File: config.mk
export PLATFORM = sky130hd
export DESIGN_NAME = timer_slot_allocator_gcd_tick_core
export DESIGN_NICKNAME = d
export VERILOG_FILES = /design/src/tsa_gcd_pkg.sv /design/src/timer_slot_allocator_gcd_tick_core.sv
export SDC_FILE = /design/constraint.sdc
export NUM_CORES = 1
export LEC_CHECK = 0
export ABC_AREA = 1
export BUFFER_PORTS_ARGS = -buffer_cell sky130_fd_sc_hd__clkbuf_2
export CORE_MARGIN = 3
export CORE_UTILIZATION = 62
export CTS_CLUSTER_SIZE = 20
export DETAILED_ROUTE_END_ITERATION = 7
export GPL_TIMING_DRIVEN = 0
export PLACE_DENSITY = 0.9
export SETUP_SLACK_MARGIN = 0.05
export SYNTH_ARGS = -nofsm -noshare
export SYNTH_HDL_FRONTEND = slang
export SYNTH_SLANG_ARGS = --single-unit
File: constraint.sdc
create_clock -name clock -period 4.9 [get_ports clock]
set_input_delay 0.245 -clock clock [delete_from_list [all_inputs] [get_ports clock]]
set_output_delay 0.245 -clock clock [all_outputs]
set_load 0.005 [all_outputs]
File: src/tsa_gcd_pkg.sv
package tsa_gcd_pkg;

   // Default number of timer slots
   localparam int SLOT_COUNT_DEFAULT = 20;

   // Field widths
   localparam int INTERVAL_W = 16;
   localparam int SLOT_ID_W  = 5;
   localparam int STATUS_W   = 2;
   localparam int SHIFT_W    = 4;

   // Command codes
   localparam logic CMD_START = 1'b0;
   localparam logic CMD_STOP  = 1'b1;

   // Status codes
   localparam logic [STATUS_W-1:0] ST_OK      = 2'd0;
   localparam logic [STATUS_W-1:0] ST_INVALID = 2'd1;
   localparam logic [STATUS_W-1:0] ST_FULL    = 2'd2;

   // Sequencer states
   localparam logic [1:0] S_IDLE = 2'd0;
   localparam logic [1:0] S_GCD  = 2'd1;
   localparam logic [1:0] S_RESP = 2'd2;

endpackage

File: src/timer_slot_allocator_gcd_tick_core.sv
// A stop, a start that finds no free slot, or a start into a zero period
//   or with a zero interval gives its result word the cycle after acceptance.
// A start that folds into a nonzero period runs a binary GCD on one shared
//   compare/subtract/shift unit, one step per cycle.
// Throughput: one word at a time; the next word is taken the cycle after the result leaves.
// Reset (synchronous): all slots free, base period zero, no result pending.
module timer_slot_allocator_gcd_tick_core #(
   parameter int SLOT_COUNT = tsa_gcd_pkg::SLOT_COUNT_DEFAULT
) (
   input  logic                                 clock,
   input  logic                                 reset,
   input  logic                                 req_valid,
   output logic                                 req_stall,
   input  logic                                 req_cmd,
   input  logic [tsa_gcd_pkg::INTERVAL_W-1:0]   req_interval,
   input  logic [tsa_gcd_pkg::SLOT_ID_W-1:0]    req_slot_id,
   output logic                                 rsp_valid,
   input  logic                                 rsp_stall,
   output logic [tsa_gcd_pkg::STATUS_W-1:0]     rsp_status,
   output logic [tsa_gcd_pkg::SLOT_ID_W-1:0]    rsp_slot_index,
   output logic [tsa_gcd_pkg::INTERVAL_W-1:0]   rsp_base_period,
   output logic                                 rsp_tick_enabled
);

   localparam int IDX_W = (SLOT_COUNT > 1) ? $clog2(SLOT_COUNT) : 1;

   // State and working registers
   logic [1:0]                              state_ff, state_in;
   logic [SLOT_COUNT-1:0]                   busy_ff, busy_in;
   logic [tsa_gcd_pkg::INTERVAL_W-1:0]      period_ff, period_in;
   logic [tsa_gcd_pkg::INTERVAL_W-1:0]      op_a_ff, op_a_in;
   logic [tsa_gcd_pkg::INTERVAL_W-1:0]      op_b_ff, op_b_in;
   logic [tsa_gcd_pkg::SHIFT_W-1:0]         shift_ff, shift_in;
   logic [tsa_gcd_pkg::STATUS_W-1:0]        status_ff, status_in;
   logic [tsa_gcd_pkg::SLOT_ID_W-1:0]       index_ff, index_in;

   logic                                    free_found;
   logic [IDX_W-1:0]                        free_idx;
   logic [SLOT_COUNT-1:0]                   stop_mask;
   logic                                    stop_valid;
   logic                                    accept;

   // Find the lowest free slot
   always_comb begin
      free_found = 1'b0;
      free_idx   = '0;
      for (int n = SLOT_COUNT - 1; n >= 0; n--) begin
         if (!busy_ff[n]) begin
            free_found = 1'b1;
            free_idx   = IDX_W'(n);
         end
      end
   end

   // Decode the slot named by a stop
   always_comb begin
      for (int n = 0; n < SLOT_COUNT; n++) begin
         stop_mask[n] = (32'(req_slot_id) == n);
      end
   end

   assign stop_valid = (32'(req_slot_id) < SLOT_COUNT);
   assign accept     = req_valid && !req_stall;

   // Sequencer and shared GCD step
   always_comb begin
      state_in  = state_ff;
      busy_in   = busy_ff;
      period_in = period_ff;
      op_a_in   = op_a_ff;
      op_b_in   = op_b_ff;
      shift_in  = shift_ff;
      status_in = status_ff;
      index_in  = index_ff;

      unique case (state_ff)
         tsa_gcd_pkg::S_IDLE: begin
            if (accept) begin
               status_in = tsa_gcd_pkg::ST_OK;
               index_in  = '0;
               state_in  = tsa_gcd_pkg::S_RESP;
               if (req_cmd == tsa_gcd_pkg::CMD_START) begin
                  if (!free_found) begin
                     status_in = tsa_gcd_pkg::ST_FULL;
                  end else begin
                     busy_in  = busy_ff | (SLOT_COUNT'(1) << free_idx);
                     index_in = tsa_gcd_pkg::SLOT_ID_W'(32'(free_idx));
                     if (period_ff == '0) begin
                        period_in = req_interval;
                     end else if (req_interval != '0) begin
                        op_a_in  = period_ff;
                        op_b_in  = req_interval;
                        shift_in = '0;
                        state_in = tsa_gcd_pkg::S_GCD;
                     end
                  end
               end else begin
                  if (!stop_valid) begin
                     status_in = tsa_gcd_pkg::ST_INVALID;
                  end else begin
                     busy_in = busy_ff & ~stop_mask;
                     if (busy_in == '0) begin
                        period_in = '0;
                     end
                  end
               end
            end
         end
         tsa_gcd_pkg::S_GCD: begin
            // One binary GCD step: finish when equal, strip twos, or subtract the smaller odd operand
            if (op_a_ff == op_b_ff) begin
               period_in = op_a_ff << shift_ff;
               state_in  = tsa_gcd_pkg::S_RESP;
            end else if (!op_a_ff[0] && !op_b_ff[0]) begin
               op_a_in  = op_a_ff >> 1;
               op_b_in  = op_b_ff >> 1;
               shift_in = shift_ff + 1'b1;
            end else if (!op_a_ff[0]) begin
               op_a_in = op_a_ff >> 1;
            end else if (!op_b_ff[0]) begin
               op_b_in = op_b_ff >> 1;
            end else if (op_a_ff > op_b_ff) begin
               op_a_in = op_a_ff - op_b_ff;
            end else begin
               op_b_in = op_b_ff - op_a_ff;
            end
         end
         tsa_gcd_pkg::S_RESP: begin
            if (!rsp_stall) begin
               state_in = tsa_gcd_pkg::S_IDLE;
            end
         end
         default: begin
            state_in = tsa_gcd_pkg::S_IDLE;
         end
      endcase
   end

   // Update control state
   always_ff @(posedge clock) begin
      if (reset) begin
         state_ff  <= tsa_gcd_pkg::S_IDLE;
         busy_ff   <= '0;
         period_ff <= '0;
      end else begin
         state_ff  <= state_in;
         busy_ff   <= busy_in;
         period_ff <= period_in;
      end
   end

   // Hold working operands and the result word
   always_ff @(posedge clock) begin
      op_a_ff   <= op_a_in;
      op_b_ff   <= op_b_in;
      shift_ff  <= shift_in;
      status_ff <= status_in;
      index_ff  <= index_in;
   end

   assign req_stall        = (state_ff != tsa_gcd_pkg::S_IDLE);
   assign rsp_valid        = (state_ff == tsa_gcd_pkg::S_RESP);
   assign rsp_status       = status_ff;
   assign rsp_slot_index   = index_ff;
   assign rsp_base_period  = period_ff;
   assign rsp_tick_enabled = |busy_ff;

endmodule
Yosys cells after proc, flatten, opt, wreduce, memory -nomap -nowiden --
Cells that the tools add are included.
Storage, ports and cells: register bits 81, bits of input ports 26, output and inout bits 26, word-level logic and storage cells 177
Cells by class: $add $sub $neg 3, magnitude comparators 2, equal/unequal tests 40, shift operators 2, muxes and demuxes 92, bitwise operators 4, reductions and logical operators 24
Operators with widths (count):
- two-way mux 16 bit | 27
- two-way mux 5 bit | 20
- case mux 16 bit (2 select lines) | 3
- two-way mux 20 bit | 3
- == test 5 x 4 -> 1 bit (second input constant) | 8
- subtractor 16 bit | 2
- two-way mux 4 bit | 7
- two-way mux 1 bit | 21
- bitwise AND 20 bit | 1
- == test 5 x 3 -> 1 bit (second input constant) | 4
- == test 5 bit (second input constant) | 4
- zero test 20 bit | 1
- NOT 20 bit | 1
- OR 20 bit | 1
- OR reduction 20 bit | 1
- left shift 1 x 5 -> 20 bit (first input constant) | 1
- two-way mux 2 bit | 9
- != test 2 bit (second input constant) | 9
- AND reduction 9 bit | 2
- == test 16 bit | 1
- greater-than comparator 16 bit | 1
- zero test 16 bit | 1
- AND reduction 8 bit | 2
- nonzero test 16 bit | 1
- 23 further kinds | 36

Depth between registers and ports, before layout --
Gate-level depths: netlist (run 1).
depth after elaboration 24, gate-level depth with buffers 23, depth with buffers taken out 23

Worst setup path before layout (run 1) --
No wires, ideal clock.
path type register to register, from reg op_a_ff[0] (netlist bit), to reg op_a_ff[10] (netlist bit) (enable), library setup time 0.411 ns, arrival 2.941 ns, required time 4.489 ns, setup slack 1.548 ns, stages on the path, launching flop included 13, path buffers 0, period minus slack after synthesis 3.352 ns, cells stage by stage edfxtp_1 > inv_1 > ha_1 > inv_1 > fa_1 > inv_1 > o21ai_2 > a21oi_2 > o2111ai_2 > nand2_2 > nand2_1 > nor2_1 > a211oi_1
On the way: longest elaborated chain between the ends 4, elaborated cells on any way between the ends 8, those cells by class 1 x order compare; 4 x eq/ne; 3 x reduce/logical
RTL lines:
- start, declared | line timer_slot_allocator_gcd_tick_core.sv:31 | logic [tsa_gcd_pkg::INTERVAL_W-1:0] op_a_ff, op_a_in;
- start signal, assigned | line timer_slot_allocator_gcd_tick_core.sv:154 | op_a_ff <= op_a_in;
- branches (longest 3 deep; another with greater-than comparator 16 bit)
- AND reduction 9 bit (no source line) (*)
Mark *: on every way between the ends. A chain may end at the register's enable or synchronous reset.

Worst setup path in the final report (run 1) --
from reg op_a_ff[7] (netlist bit), to reg op_b_ff[15] (netlist bit) (enable)
On the way: longest elaborated chain between the ends 3, elaborated cells on any way between the ends 5, those cells by class 1 x order compare; 3 x eq/ne; 1 x reduce/logical
RTL lines:
- greater-than comparator 16 bit or == test 16 bit (tied branches) | line timer_slot_allocator_gcd_tick_core.sv:122, timer_slot_allocator_gcd_tick_core.sv:111
- != test 4 bit (no source line) or != test 2 bit (tied branches)
- AND reduction 9 bit (no source line) (*)
- end signal, assigned | line timer_slot_allocator_gcd_tick_core.sv:155 | op_b_ff <= op_b_in;
- end, declared | line timer_slot_allocator_gcd_tick_core.sv:32 | logic [tsa_gcd_pkg::INTERVAL_W-1:0] op_b_ff, op_b_in;
Mark *: on every way between the ends. The rest lies on a longest branch, timed or not.

==> summary.txt, run 1 <==
outcome - finished with violations
failing checks - design-rule violations
# Max-Cap Violations - 0
P_sw - 3.25 mW
adder-cell area share of the yosys netlist - 0.0717
total wire length - 22200 um
Post-CTS Setup Bufs - 0
gr usage total - 0.377
Setup Slack @ Placement - 1380 ps
Max VDD drop - 0.436 mV
CTS Buf Count - 9
DR vias/cell - 6.14
Die ar. - 0.0120 mm^2
Die X - 110 um
worst-path maximum fanout - 15
post-synthesis sequential area ratio - 0.308
top cell type's share of synthesized area - 0.194
number of nets with antenna violations after routing - 0
most frequent cell after synthesis - nand2_1
starting density of the core - 0.640
initial DRC count - 929
GPL Wtd Cong - 1.01
Critical Path End Type - flop
clock network power share - 0.088
Slew @ Worst Pin - 981 ps
ys async rst share - 0
cts hold-fix bufs - 0
port buffer count - 50
total iterations of the first detailed-routing run - 8
relative slew slack - 0.343
share of layout cells above drive strength 1 - 0.128
grt ovf - 0
first-pass GRT wire length - 34500 um
gate count of the mapped netlist - 954
final worst path period need - 3680 ps
Post-Synth XOR/XNOR Area - 0.0302
Avg Inst Size Synth - 6.99 um^2
crit path DAT - 3670 ps
Fin Hold WS - 220 ps
placed inst area - 0.00711 mm^2
area leader, netlist - edfxtp_1
worst skew pair latency - 370 ps
num rows - 37
clk sink count - 81
switch share - 0.555
fraction of synthesized area in multiplexers - 0.00150
cell area after layout - 0.00732 mm^2
via count - 7109
crit path kind - reg2reg
die height - 110 um
top cells by instance count after synthesis - nand2_1 (168), inv_1 (152), nor2_1 (83)
Fmax achieved - 0.272 GHz
Hold Violations, Final - 0
Primary FF master, synth - edfxtp_1
syn nets - 1017
vias in the first global route - 6637
drc violations - 3
Seq pwr share - 0.224
Comb pwr share - 0.688
Ys Warns - 0
largest net degree at the start of global routing - 16
Cell Area, Synth - 0.00667 mm^2
synth unique cells - 55
initial antenna violation count - 0
largest family of logic cells by synthesized area - compound AO/OA/AOI/OAI gates
Final period util - 0.751
WL per Instance - 19.2 um
I/O pin cnt - 52
top post-synthesis cells by area - edfxtp_1 (19%), dfxtp_1 (11%), nand2_1 (9.5%)
simple logic cell fraction of the synthesized area - 0.224
CP Data Required Time - 4890 ps
Critical Path Source Type - flop
Pint - 2.61 mW
Final Max Slew Viols - 0
Core Area - 0.0104 mm^2
clk root buf - clkbuf_8
Compound-Gate Fraction of Synth Area - 0.246
pwr/cell area - 801 mW/mm^2
TritonCTS clock tree - built
fin nets - 1079
H-tree depth - 3
worst setup margin - 1220 ps
clock transition at the registers of the reported paths - 90 ps
Setup TNS Final - 0 ps
number of synthesized flops with an enable pin - 43
Total Power - 5.86 mW
final antenna diode count - 0
Final Skew - 9.67 ps
post-DP HPWL - 18000 um
Clock Tree Buf Depth - 2
#FFs+latches synth - 81
# setup viols final - 0
Area Growth Syn to Fin - 9.68%
RSZ-0062 raised after global routing - false
worst min path class - in2reg
Leak Pwr - 3.20 nW
Post-CTS Resized - 0
## state kept, by name, indices dropped and copies added, names as in the netlist
signal,flops
op_a_ff,16
rsp_status,2
rsp_base_period,16
busy_ff,20
shift_ff,4
rsp_slot_index,5
op_b_ff,16
state_ff,2
## metal layers
metal	track usage	vias to the layer above	part of all wire
met2	0.597	498	0.44
met1	0.509	3178	0.40
li1	-	3352	-
met3	0.0840	81	0.12
met5	0	-	0
met4	0.133	0	0.032
## cells by family (layout without fill, tap and decap cells)
logic type               after synthesis  after routing
multiplexers                           1              1
adder cells (fa/ha/maj)               37             37
XOR/XNOR                              23             23
buffers and inverters                198            265
AND/OR/NAND/NOR                      338            338
AO/OA/AOI/OAI                        276            276
flip-flops                            81             81
## stage by stage
step | util | cells
2_1_floorplan | - | 954
3_3_place_gp | 0.681 | 1140
3_5_place_dp | 0.683 | 1141
4_1_cts | 0.702 | 1157
5_1_grt | 0.702 | 1157
6_report | 0.702 | 1157
## placed cells by master, fill, tap and decap left out, types with 3 or more instances in the layout
cell type,count
o21ai_1,31
nor2_1,83
clkbuf_1,20
clkinvlp_4,3
inv_1,152
clkbuf_2,51
a22oi_1,10
xor2_1,16
clkbuf_8,9
o221ai_1,5
nand2_2,8
dfxtp_1,38
nand4_1,19
a21oi_2,10
o22ai_1,21
a31oi_1,3
nand3_1,28
o211ai_1,9
a221oi_1,8
buf_2,13
o21a_1,8
nor4_1,12
nor2_2,4
nand2_1,168
o21bai_1,3
ha_1,35
xnor2_1,7
nor3_2,4
o21ai_0,72
buf_6,5
nor3_1,5
inv_2,6
a21oi_1,79
edfxtp_1,43
## path summary, 6_finish.rpt
path | end | slack (ps) | startpoint | depth (start not counted)
worst max-delay path | op_b_ff[15] | 1220 | op_a_ff[7] | 13
worst min-delay path | state_ff[1] | 220 | rsp_stall | 5
worst max register to register | op_b_ff[15] | 1220 | op_a_ff[7] | 13
worst min register to register | busy_ff[16] | 510 | busy_ff[16] | 2
## worst max-delay path, cell delays in order, from the launching register on
cell      delay (ps)
edfxtp_1         440
inv_1            110
ha_1             280
clkbuf_2         170
nand2_2          100
nor2_2           220
nand3_1          130
nor2_1           170
nor2_1           150
a21oi_1          200
a31oi_1          250
inv_1            180
nand2_1          130
a31oi_2          770
## power by group through the flow
stage,logic [mW],registers (mW),clock network (mW)
after floorplan,2.76,1.25,0
after global placement,3.81,1.31,0
after detailed placement,3.87,1.31,0
after CTS,3.91,1.30,0.510
after global routing,4.39,1.33,0.538
final,4.04,1.31,0.516
## cell type report
type,count,area [um^2]
sequential,81,2050
clock inverter,7,78.8
tap,136,170
multi-input combinational,675,3840
buffer,39,194
clock buffer,9,124
inverter,159,597
fill,947,3100
timing repair buffer,51,262
No activity file was read; power rests on OpenSTA's default activity.
==> run 2, diff against run 1 <==
--- a/config.mk
+++ b/config.mk
@@ -5,7 +5,7 @@
 export SDC_FILE = /design/constraint.sdc
 export NUM_CORES = 1
 export LEC_CHECK = 0
-export ABC_AREA = 1
+export ABC_AREA = 0
 export BUFFER_PORTS_ARGS = -buffer_cell sky130_fd_sc_hd__clkbuf_2
 export CORE_MARGIN = 3
 export CORE_UTILIZATION = 62
==> constraint.sdc (replaced) <==
create_clock -name clock -period 3.8 [get_ports clock]
set_input_delay 0.19 -clock clock [delete_from_list [all_inputs] [get_ports clock]]
set_output_delay 0.19 -clock clock [all_outputs]
set_load 0.005 [all_outputs]
==> run 2 against run 1 <==
Combinational power decreased by 11%. Routed wire length decreased by 4.1%. Clock-buffer cell count increased by 3. Clock power increased by 24%. Via count decreased by 3.1%. Synthesized cell count decreased by 15%. Sequential power increased by 15%. Sequential cell count unchanged. The run still ends with design-rule violations left. Critical path type unchanged. Core utilization increased by 0.072 points.
==> summary.txt, run 2 <==
outcome - finished with violations (unchanged)
failing checks - design-rule violations (unchanged)
total iterations of the first detailed-routing run - 8 (unchanged)
share of layout cells above drive strength 1 - 0.114 (was 0.128)
Slew @ Worst Pin - 766 ps (was 981 ps)
pwr/cell area - 787 mW/mm^2 (was 801 mW/mm^2)
RSZ-0062 raised after global routing - false (unchanged)
total wire length - 21300 um (was 22200 um)
via count - 6892 (was 7109)
#FFs+latches synth - 81 (unchanged)
Max VDD drop - 0.492 mV (was 0.436 mV)
port buffer count - 50 (unchanged)
die height - 110 um (about the same)
initial antenna violation count - 0 (unchanged)
Fmax achieved - 0.286 GHz (was 0.272 GHz)
Avg Inst Size Synth - 8.23 um^2 (was 6.99 um^2)
Ys Warns - 0 (unchanged)
non-filler cells, final - 1013 (was 1157)
initial DRC count - 866 (was 929)
most common cell after layout, fill and taps aside - nor2_1 (was nand2_1)
most frequent cell after synthesis - nor2_1 (was nand2_1)
endpoint of the worst register-to-register path - op_b_ff[9] (was op_b_ff[15])
clock transition at the registers of the reported paths - 80 ps (was 90 ps)
top post-synthesis cells by area - edfxtp_1 (19%), dfxtp_1 (11%), ha_1 (6.6%) (was edfxtp_1 (19%), dfxtp_1 (11%), nand2_1 (9.5%))
Setup crit start - op_a_ff[0] (was op_a_ff[7])
clk root buf - clkbuf_8 (unchanged)
DR vias/cell - 6.80 (was 6.14)
most frequent cells in the layout - nor2_1 (95), a21oi_1 (66), o21ai_0 (59) (was nand2_1 (168), inv_1 (152), nor2_1 (83))
Primary FF master, synth - edfxtp_1 (unchanged)
Clock Tree Buf Depth - 2 (unchanged)
drc violations - 1 (was 3)
Leak Pwr - 2.95 nW (was 3.20 nW)
post-synthesis sequential area ratio - 0.308 (about the same)
Metal-1 WL - 8500 um (was 8890 um)
Post-CTS Resized - 0 (unchanged)
r2r setup slk - 310 ps (was 1220 ps)
num rows - 37 (unchanged)
CP endpoint - op_b_ff[9] (was op_b_ff[15])
CP Data Required Time - 3870 ps (was 4890 ps)
Post-CTS Setup Bufs - 0 (unchanged)
worst skew pair latency - 360 ps (was 370 ps)
# setup viols final - 0 (unchanged)
gr usage total - 0.360 (was 0.377)
fin nets - 935 (was 1079)
met3 wire length - 2910 um (was 2730 um)
top cells by instance count after synthesis - nor2_1 (95), a21oi_1 (67), o21ai_0 (59) (was nand2_1 (168), inv_1 (152), nor2_1 (83))
crit path DAT - 3570 ps (was 3670 ps)
largest net degree at the start of global routing - 16 (unchanged)
Fin Hold WS - 156 ps (was 220 ps)
Critical Path Source Type - flop (unchanged)
gate count of the mapped netlist - 810 (was 954)
crit path kind - reg2reg (unchanged)
worst min path class - in2reg (unchanged)
grt ovf - 0 (unchanged)
Area Growth Syn to Fin - 9.35% (was 9.68%)
fillers - 865 (was 947)
Die ar. - 0.0120 mm^2 (about the same)
TritonCTS clock tree - built (unchanged)
reg2reg start - op_a_ff[0] (was op_a_ff[7])
Hold Violations, Final - 0 (unchanged)
post-DP HPWL - 16300 um (was 18000 um)
final worst path period need - 3490 ps (was 3680 ps)
number of nets with antenna violations after routing - 0 (unchanged)
Setup TNS Final - 0 ps (unchanged)
met2 routed wirelength - 9170 um (was 9880 um)
vias in the first global route - 6551 (was 6637)
Final Skew - 13.8 ps (was 9.67 ps)
max reg flops - 20 (unchanged)
placed insts - 997 (was 1141)
Final Max Slew Viols - 0 (unchanged)
Cell Area, Synth - 0.00667 mm^2 (about the same)
area leader, netlist - edfxtp_1 (unchanged)
cts hold-fix bufs - 0 (unchanged)
# Max-Cap Violations - 0 (unchanged)
H-tree depth - 3 (unchanged)
top cell type's share of synthesized area - 0.194 (about the same)
WL per Instance - 21.0 um (was 19.2 um)
worst setup margin - 305 ps (was 1220 ps)
syn nets - 873 (was 1017)
CTS Buf Count - 9 (unchanged)
GPL Wtd Cong - 1.06 (was 1.01)
I/O pin cnt - 52 (unchanged)
first-pass GRT wire length - 33600 um (was 34500 um)
top routing layer in use - met4 (unchanged)
largest register by flop count - busy_ff (unchanged)
relative slew slack - 0.489 (was 0.343)
synth unique cells - 74 (was 55)
Total Power - 5.74 mW (was 5.86 mW)
number of synthesized flops with an enable pin - 43 (unchanged)
Final period util - 0.920 (was 0.751)
starting density of the core - 0.643 (was 0.640)
Critical Path End Type - flop (unchanged)
Setup Slack @ Placement - 406 ps (was 1380 ps)
Die X - 110 um (about the same)
clk sink count - 81 (unchanged)
Core Area - 0.0104 mm^2 (about the same)
R2R depth - 12 (was 13)
final antenna diode count - 0 (unchanged)
ys async rst share - 0 (unchanged)
worst-path maximum fanout - 10 (was 15)
-- run 2: cell count changes after synthesis, moves of 13 or more --
| cell | before | now |
|---|---|---|
| inv_1 | 152 | 55 |
| nand2_1 | 168 | 46 |
| o21ai_0 | 72 | 59 |
| o21ai_1 | 31 | 0 |
| a21o_1 | 2 | 15 |
| mux2i_1 | 1 | 31 |
| o22ai_1 | 21 | 8 |
-- run 2: area by class of cell --
type,instances,area (um^2),share of cell area
tap,136,170,0.0233
timing repair buffer,51,262,0.0359
clock buffer,12,145,0.0199
inverter,57,214,0.0293
multi-input combinational,623,4180,0.573
buffer,49,225,0.0309
sequential,81,2050,0.281
clock inverter,4,42.5,0.00583
-- run 2: worst min-delay path by stage --
| stage | start | end | slack (ps) | cells after the start |
|---|---|---|---|---|
| 6_report | rsp_stall | state_ff[0] | 160 | 4 |
| 3_3_place_gp | rsp_base_period[9] | rsp_base_period[9] | 490 | 2 |
| 4_1_cts | req_interval[0] | op_b_ff[0] | 150 | 3 |
| 2_1_floorplan | req_interval[0] | op_b_ff[0] | 380 | 2 |
| 5_1_grt | req_interval[0] | op_b_ff[0] | 170 | 3 |
| 3_5_place_dp | rsp_base_period[9] | rsp_base_period[9] | 510 | 2 |
-- run 2: stage by stage --
step	area [um^2]	utilization
floorplan	6670	-
global placement	7090	0.684
detailed placement	7100	0.685
CTS	7290	0.703
global route	7290	0.703
finish	7290	0.703
-- run 2: metal layers --
metal  GRT usage  vias up
li1            -     3125
met1       0.488     3203
met2       0.541      495
met3       0.106       69
met4       0.140        0
met5           0        -
-- run 2: report_power, final --
group	internal, mW	total [mW]	switching [mW]
logic	1.41	3.60	2.19
registers	1.23	1.50	0.275
clock network	0.318	0.638	0.321
total	2.95	5.74	2.79
-- run 2: kinds of logic after synthesis --
group,share of synthesized area
compound gates,0.247
mux,0.0786
fa+ha+maj,0.0717
xor+xnor,0.0328
simple gates,0.196
buf+inv,0.0659
flops,0.308
-- run 2: critical path, stage by stage (launching register included) --
cell      delay, ps
edfxtp_1        530
inv_1           240
ha_1            210
inv_1            60
fa_1            400
a21o_1          210
nand4_1          80
nand2_1         130
a31oi_1         290
a21boi_0        200
a21o_1          210
a21oi_2         400
buf_6           230
==> run 3, diff against run 2 <==
--- a/config.mk
+++ b/config.mk
@@ -6,6 +6,7 @@
 export NUM_CORES = 1
 export LEC_CHECK = 0
 export ABC_AREA = 0
+export ABC_CLOCK_PERIOD_IN_PS = 3800
 export BUFFER_PORTS_ARGS = -buffer_cell sky130_fd_sc_hd__clkbuf_2
 export CORE_MARGIN = 3
 export CORE_UTILIZATION = 62
@@ -13,6 +14,7 @@
 export DETAILED_ROUTE_END_ITERATION = 7
 export GPL_TIMING_DRIVEN = 0
 export PLACE_DENSITY = 0.9
+export RECOVER_POWER = 25
 export SETUP_SLACK_MARGIN = 0.05
 export SYNTH_ARGS = -nofsm -noshare
 export SYNTH_HDL_FRONTEND = slang
==> run 3 against run 2 <==
The run now ends clean. Largest power group unchanged. First-iteration DRC count decreased by 1.4%. Via count increased by 0.55%. Maximum frequency decreased by 0.67%. Final cell count unchanged. Critical path depth unchanged. Total power increased by 0.10%. Sequential share of layout area increased by 0.097 points. Non-clock buffer count unchanged. Worst hold slack improved by 3.9 ps. Critical endpoint unchanged. Die area unchanged. Core utilization decreased by 0.24 points.
==> summary.txt, run 3 (synthesis results as in run 2) <==
Hold Crit Start - rsp_stall (unchanged)
largest register by flop count - busy_ff (unchanged)
gr usage total - 0.360 (unchanged)
CP Buf/Inv Count - 3 (unchanged)
grt ovf - 0 (unchanged)
most frequent cells in the layout - nor2_1 (95), a21oi_1 (66), o21ai_0 (59) (unchanged)
Multi-input gate area - 0.00418 mm^2 (about the same)
H-tree depth - 3 (unchanged)
Post-CTS Resized - 0 (unchanged)
worst min path class - in2reg (unchanged)
Hold Crit Depth - 4 (unchanged)
clk sink count - 81 (unchanged)
initial antenna violation count - 0 (unchanged)
GPL Wtd Cong - 1.06 (unchanged)
worst-path maximum fanout - 10 (unchanged)
critical path depth - 12 (unchanged)
Die ar. - 0.0120 mm^2 (unchanged)
Area Growth Syn to Fin - 8.97% (was 9.35%)
R2R depth - 12 (unchanged)
placed inst area - 0.00710 mm^2 (unchanged)
total wire length - 21300 um (about the same)
share of layout cells above drive strength 1 - 0.0946 (was 0.114)
relative slew slack - 0.498 (was 0.489)
Slew @ Worst Pin - 752 ps (was 766 ps)
vias in the first global route - 6551 (unchanged)
max reg flops - 20 (unchanged)
Leak Pwr - 2.90 nW (was 2.95 nW)
Final Max Slew Viols - 0 (unchanged)
most common cell after layout, fill and taps aside - nor2_1 (unchanged)
post-DP HPWL - 16300 um (unchanged)
starting density of the core - 0.643 (unchanged)
worst skew pair latency - 360 ps (about the same)
Max VDD drop - 0.493 mV (was 0.492 mV)
crit path cell chain - inv_1 > ha_1 > inv_1 > fa_1 > a21o_1 > nand4_1 > nand2_1 > a31oi_1 > a21boi_0 > a21o_1 > a21oi_2 > buf_6 (unchanged)
Critical Path End Type - flop (unchanged)
Critical Path Source Type - flop (unchanged)
fin util - 0.701 (was 0.703)
DR vias/cell - 6.84 (was 6.80)
cts hold-fix bufs - 0 (unchanged)
reg2reg start - op_a_ff[0] (unchanged)
fillers - 874 (was 865)
die height - 110 um (unchanged)
Clock Tree Buf Depth - 2 (unchanged)
fin nets - 935 (unchanged)
family with the most delay on the worst path - compound AO/OA/AOI/OAI gates (unchanged)
clk root buf - clkbuf_8 (unchanged)
Post-CTS Setup Bufs - 0 (unchanged)
TritonCTS clock tree - built (unchanged)
Final Skew - 14.6 ps (was 13.8 ps)
total iterations of the first detailed-routing run - 8 (unchanged)
# setup viols final - 0 (unchanged)
Die X - 110 um (unchanged)
CP peak stage delay - 540 ps (was 530 ps)
outcome - complete, no violations (was finished with violations)
CP Data Required Time - 3870 ps (about the same)
FF+latch area - 0.00205 mm^2 (unchanged)
via count - 6930 (was 6892)
Core Area - 0.0104 mm^2 (unchanged)
CTS Buf Count - 9 (unchanged)
RSZ-0062 raised after global routing - false (unchanged)
Worst path slowest cell - edfxtp_1 (unchanged)
crit path DAT - 3590 ps (was 3570 ps)
Final period util - 0.926 (was 0.920)
largest net degree at the start of global routing - 16 (unchanged)
Fmax achieved - 0.284 GHz (was 0.286 GHz)
crit path kind - reg2reg (unchanged)
port buffer count - 50 (unchanged)
clock transition at the registers of the reported paths - 80 ps (about the same)
initial DRC count - 854 (was 866)
final antenna diode count - 0 (unchanged)
final worst path period need - 3520 ps (was 3490 ps)
I/O pin cnt - 52 (unchanged)
WL per Instance - 21.1 um (was 21.0 um)
number of nets with antenna violations after routing - 0 (unchanged)
num rows - 37 (unchanged)
cell area after layout - 0.00727 mm^2 (was 0.00729 mm^2)
pwr/cell area - 790 mW/mm^2 (was 787 mW/mm^2)
first-pass GRT wire length - 33600 um (unchanged)
Setup crit start - op_a_ff[0] (unchanged)
Hold Violations, Final - 0 (unchanged)
# Max-Cap Violations - 0 (unchanged)
drc violations - 0 (was 1)
## run 3: changes by cell type in the layout (fill, tap and decap cells not counted), sizes merged
cell and delta:
buf -2, clkbuf +2
## run 3: worst paths after layout
check                  endpoint  slack [ps]
max                  op_b_ff[9]         280
min                 state_ff[0]         160
max reg2reg          op_b_ff[9]         280
min reg2reg  rsp_base_period[9]         530
## run 3: worst register-to-register path: cells and delay by family, from the launching register on
| family | cells | cell delay (ps) |
|---|---|---|
| AOI/OAI and AO/OA | 5 | 1320 |
| adders and majority gates | 2 | 610 |
| DFF | 1 | 540 |
| buffers and inverters | 3 | 540 |
| and+or+nand+nor | 2 | 230 |
## run 3: final cells by class
class / instances / area share
buffer: 49 / 0.0307
clock buffer: 12 / 0.0200
clock inverter: 4 / 0.00586
inverter: 57 / 0.0294
multi-input combinational: 623 / 0.575
sequential: 81 / 0.282
tap: 136 / 0.0234
timing repair buffer: 51 / 0.0336
## run 3: per-stage QoR
step                      hold slack (ps)  instances  TNS [ps]  setup slack [ps]  power (mW)
after global routing                  167       1013         0               142        6.10
after CTS                             150       1013         0               360        5.62
after global placement                490        996     -5630              -376        4.88
after floorplan                       377        810         0               494        4.05
final                                 160       1013         0               282        5.74
after detailed placement              511        997         0               406        4.95
## run 3: routing by layer
metal,vias up,global-route usage,share of wire
li1,3131,-,-
met3,90,0.106,0.14
met4,0,0.140,0.039
met2,517,0.541,0.43
met5,-,0,0
met1,3192,0.488,0.39
## run 3: power breakdown
| part | internal [mW] | switching, mW | total (mW) | leakage (nW) |
|---|---|---|---|---|
| Clock | 0.318 | 0.326 | 0.644 | 0.0954 |
| Sequential | 1.23 | 0.278 | 1.51 | 0.715 |
| Combinational | 1.40 | 2.19 | 3.59 | 2.09 |
| Total | 2.94 | 2.80 | 5.74 | 2.90 |
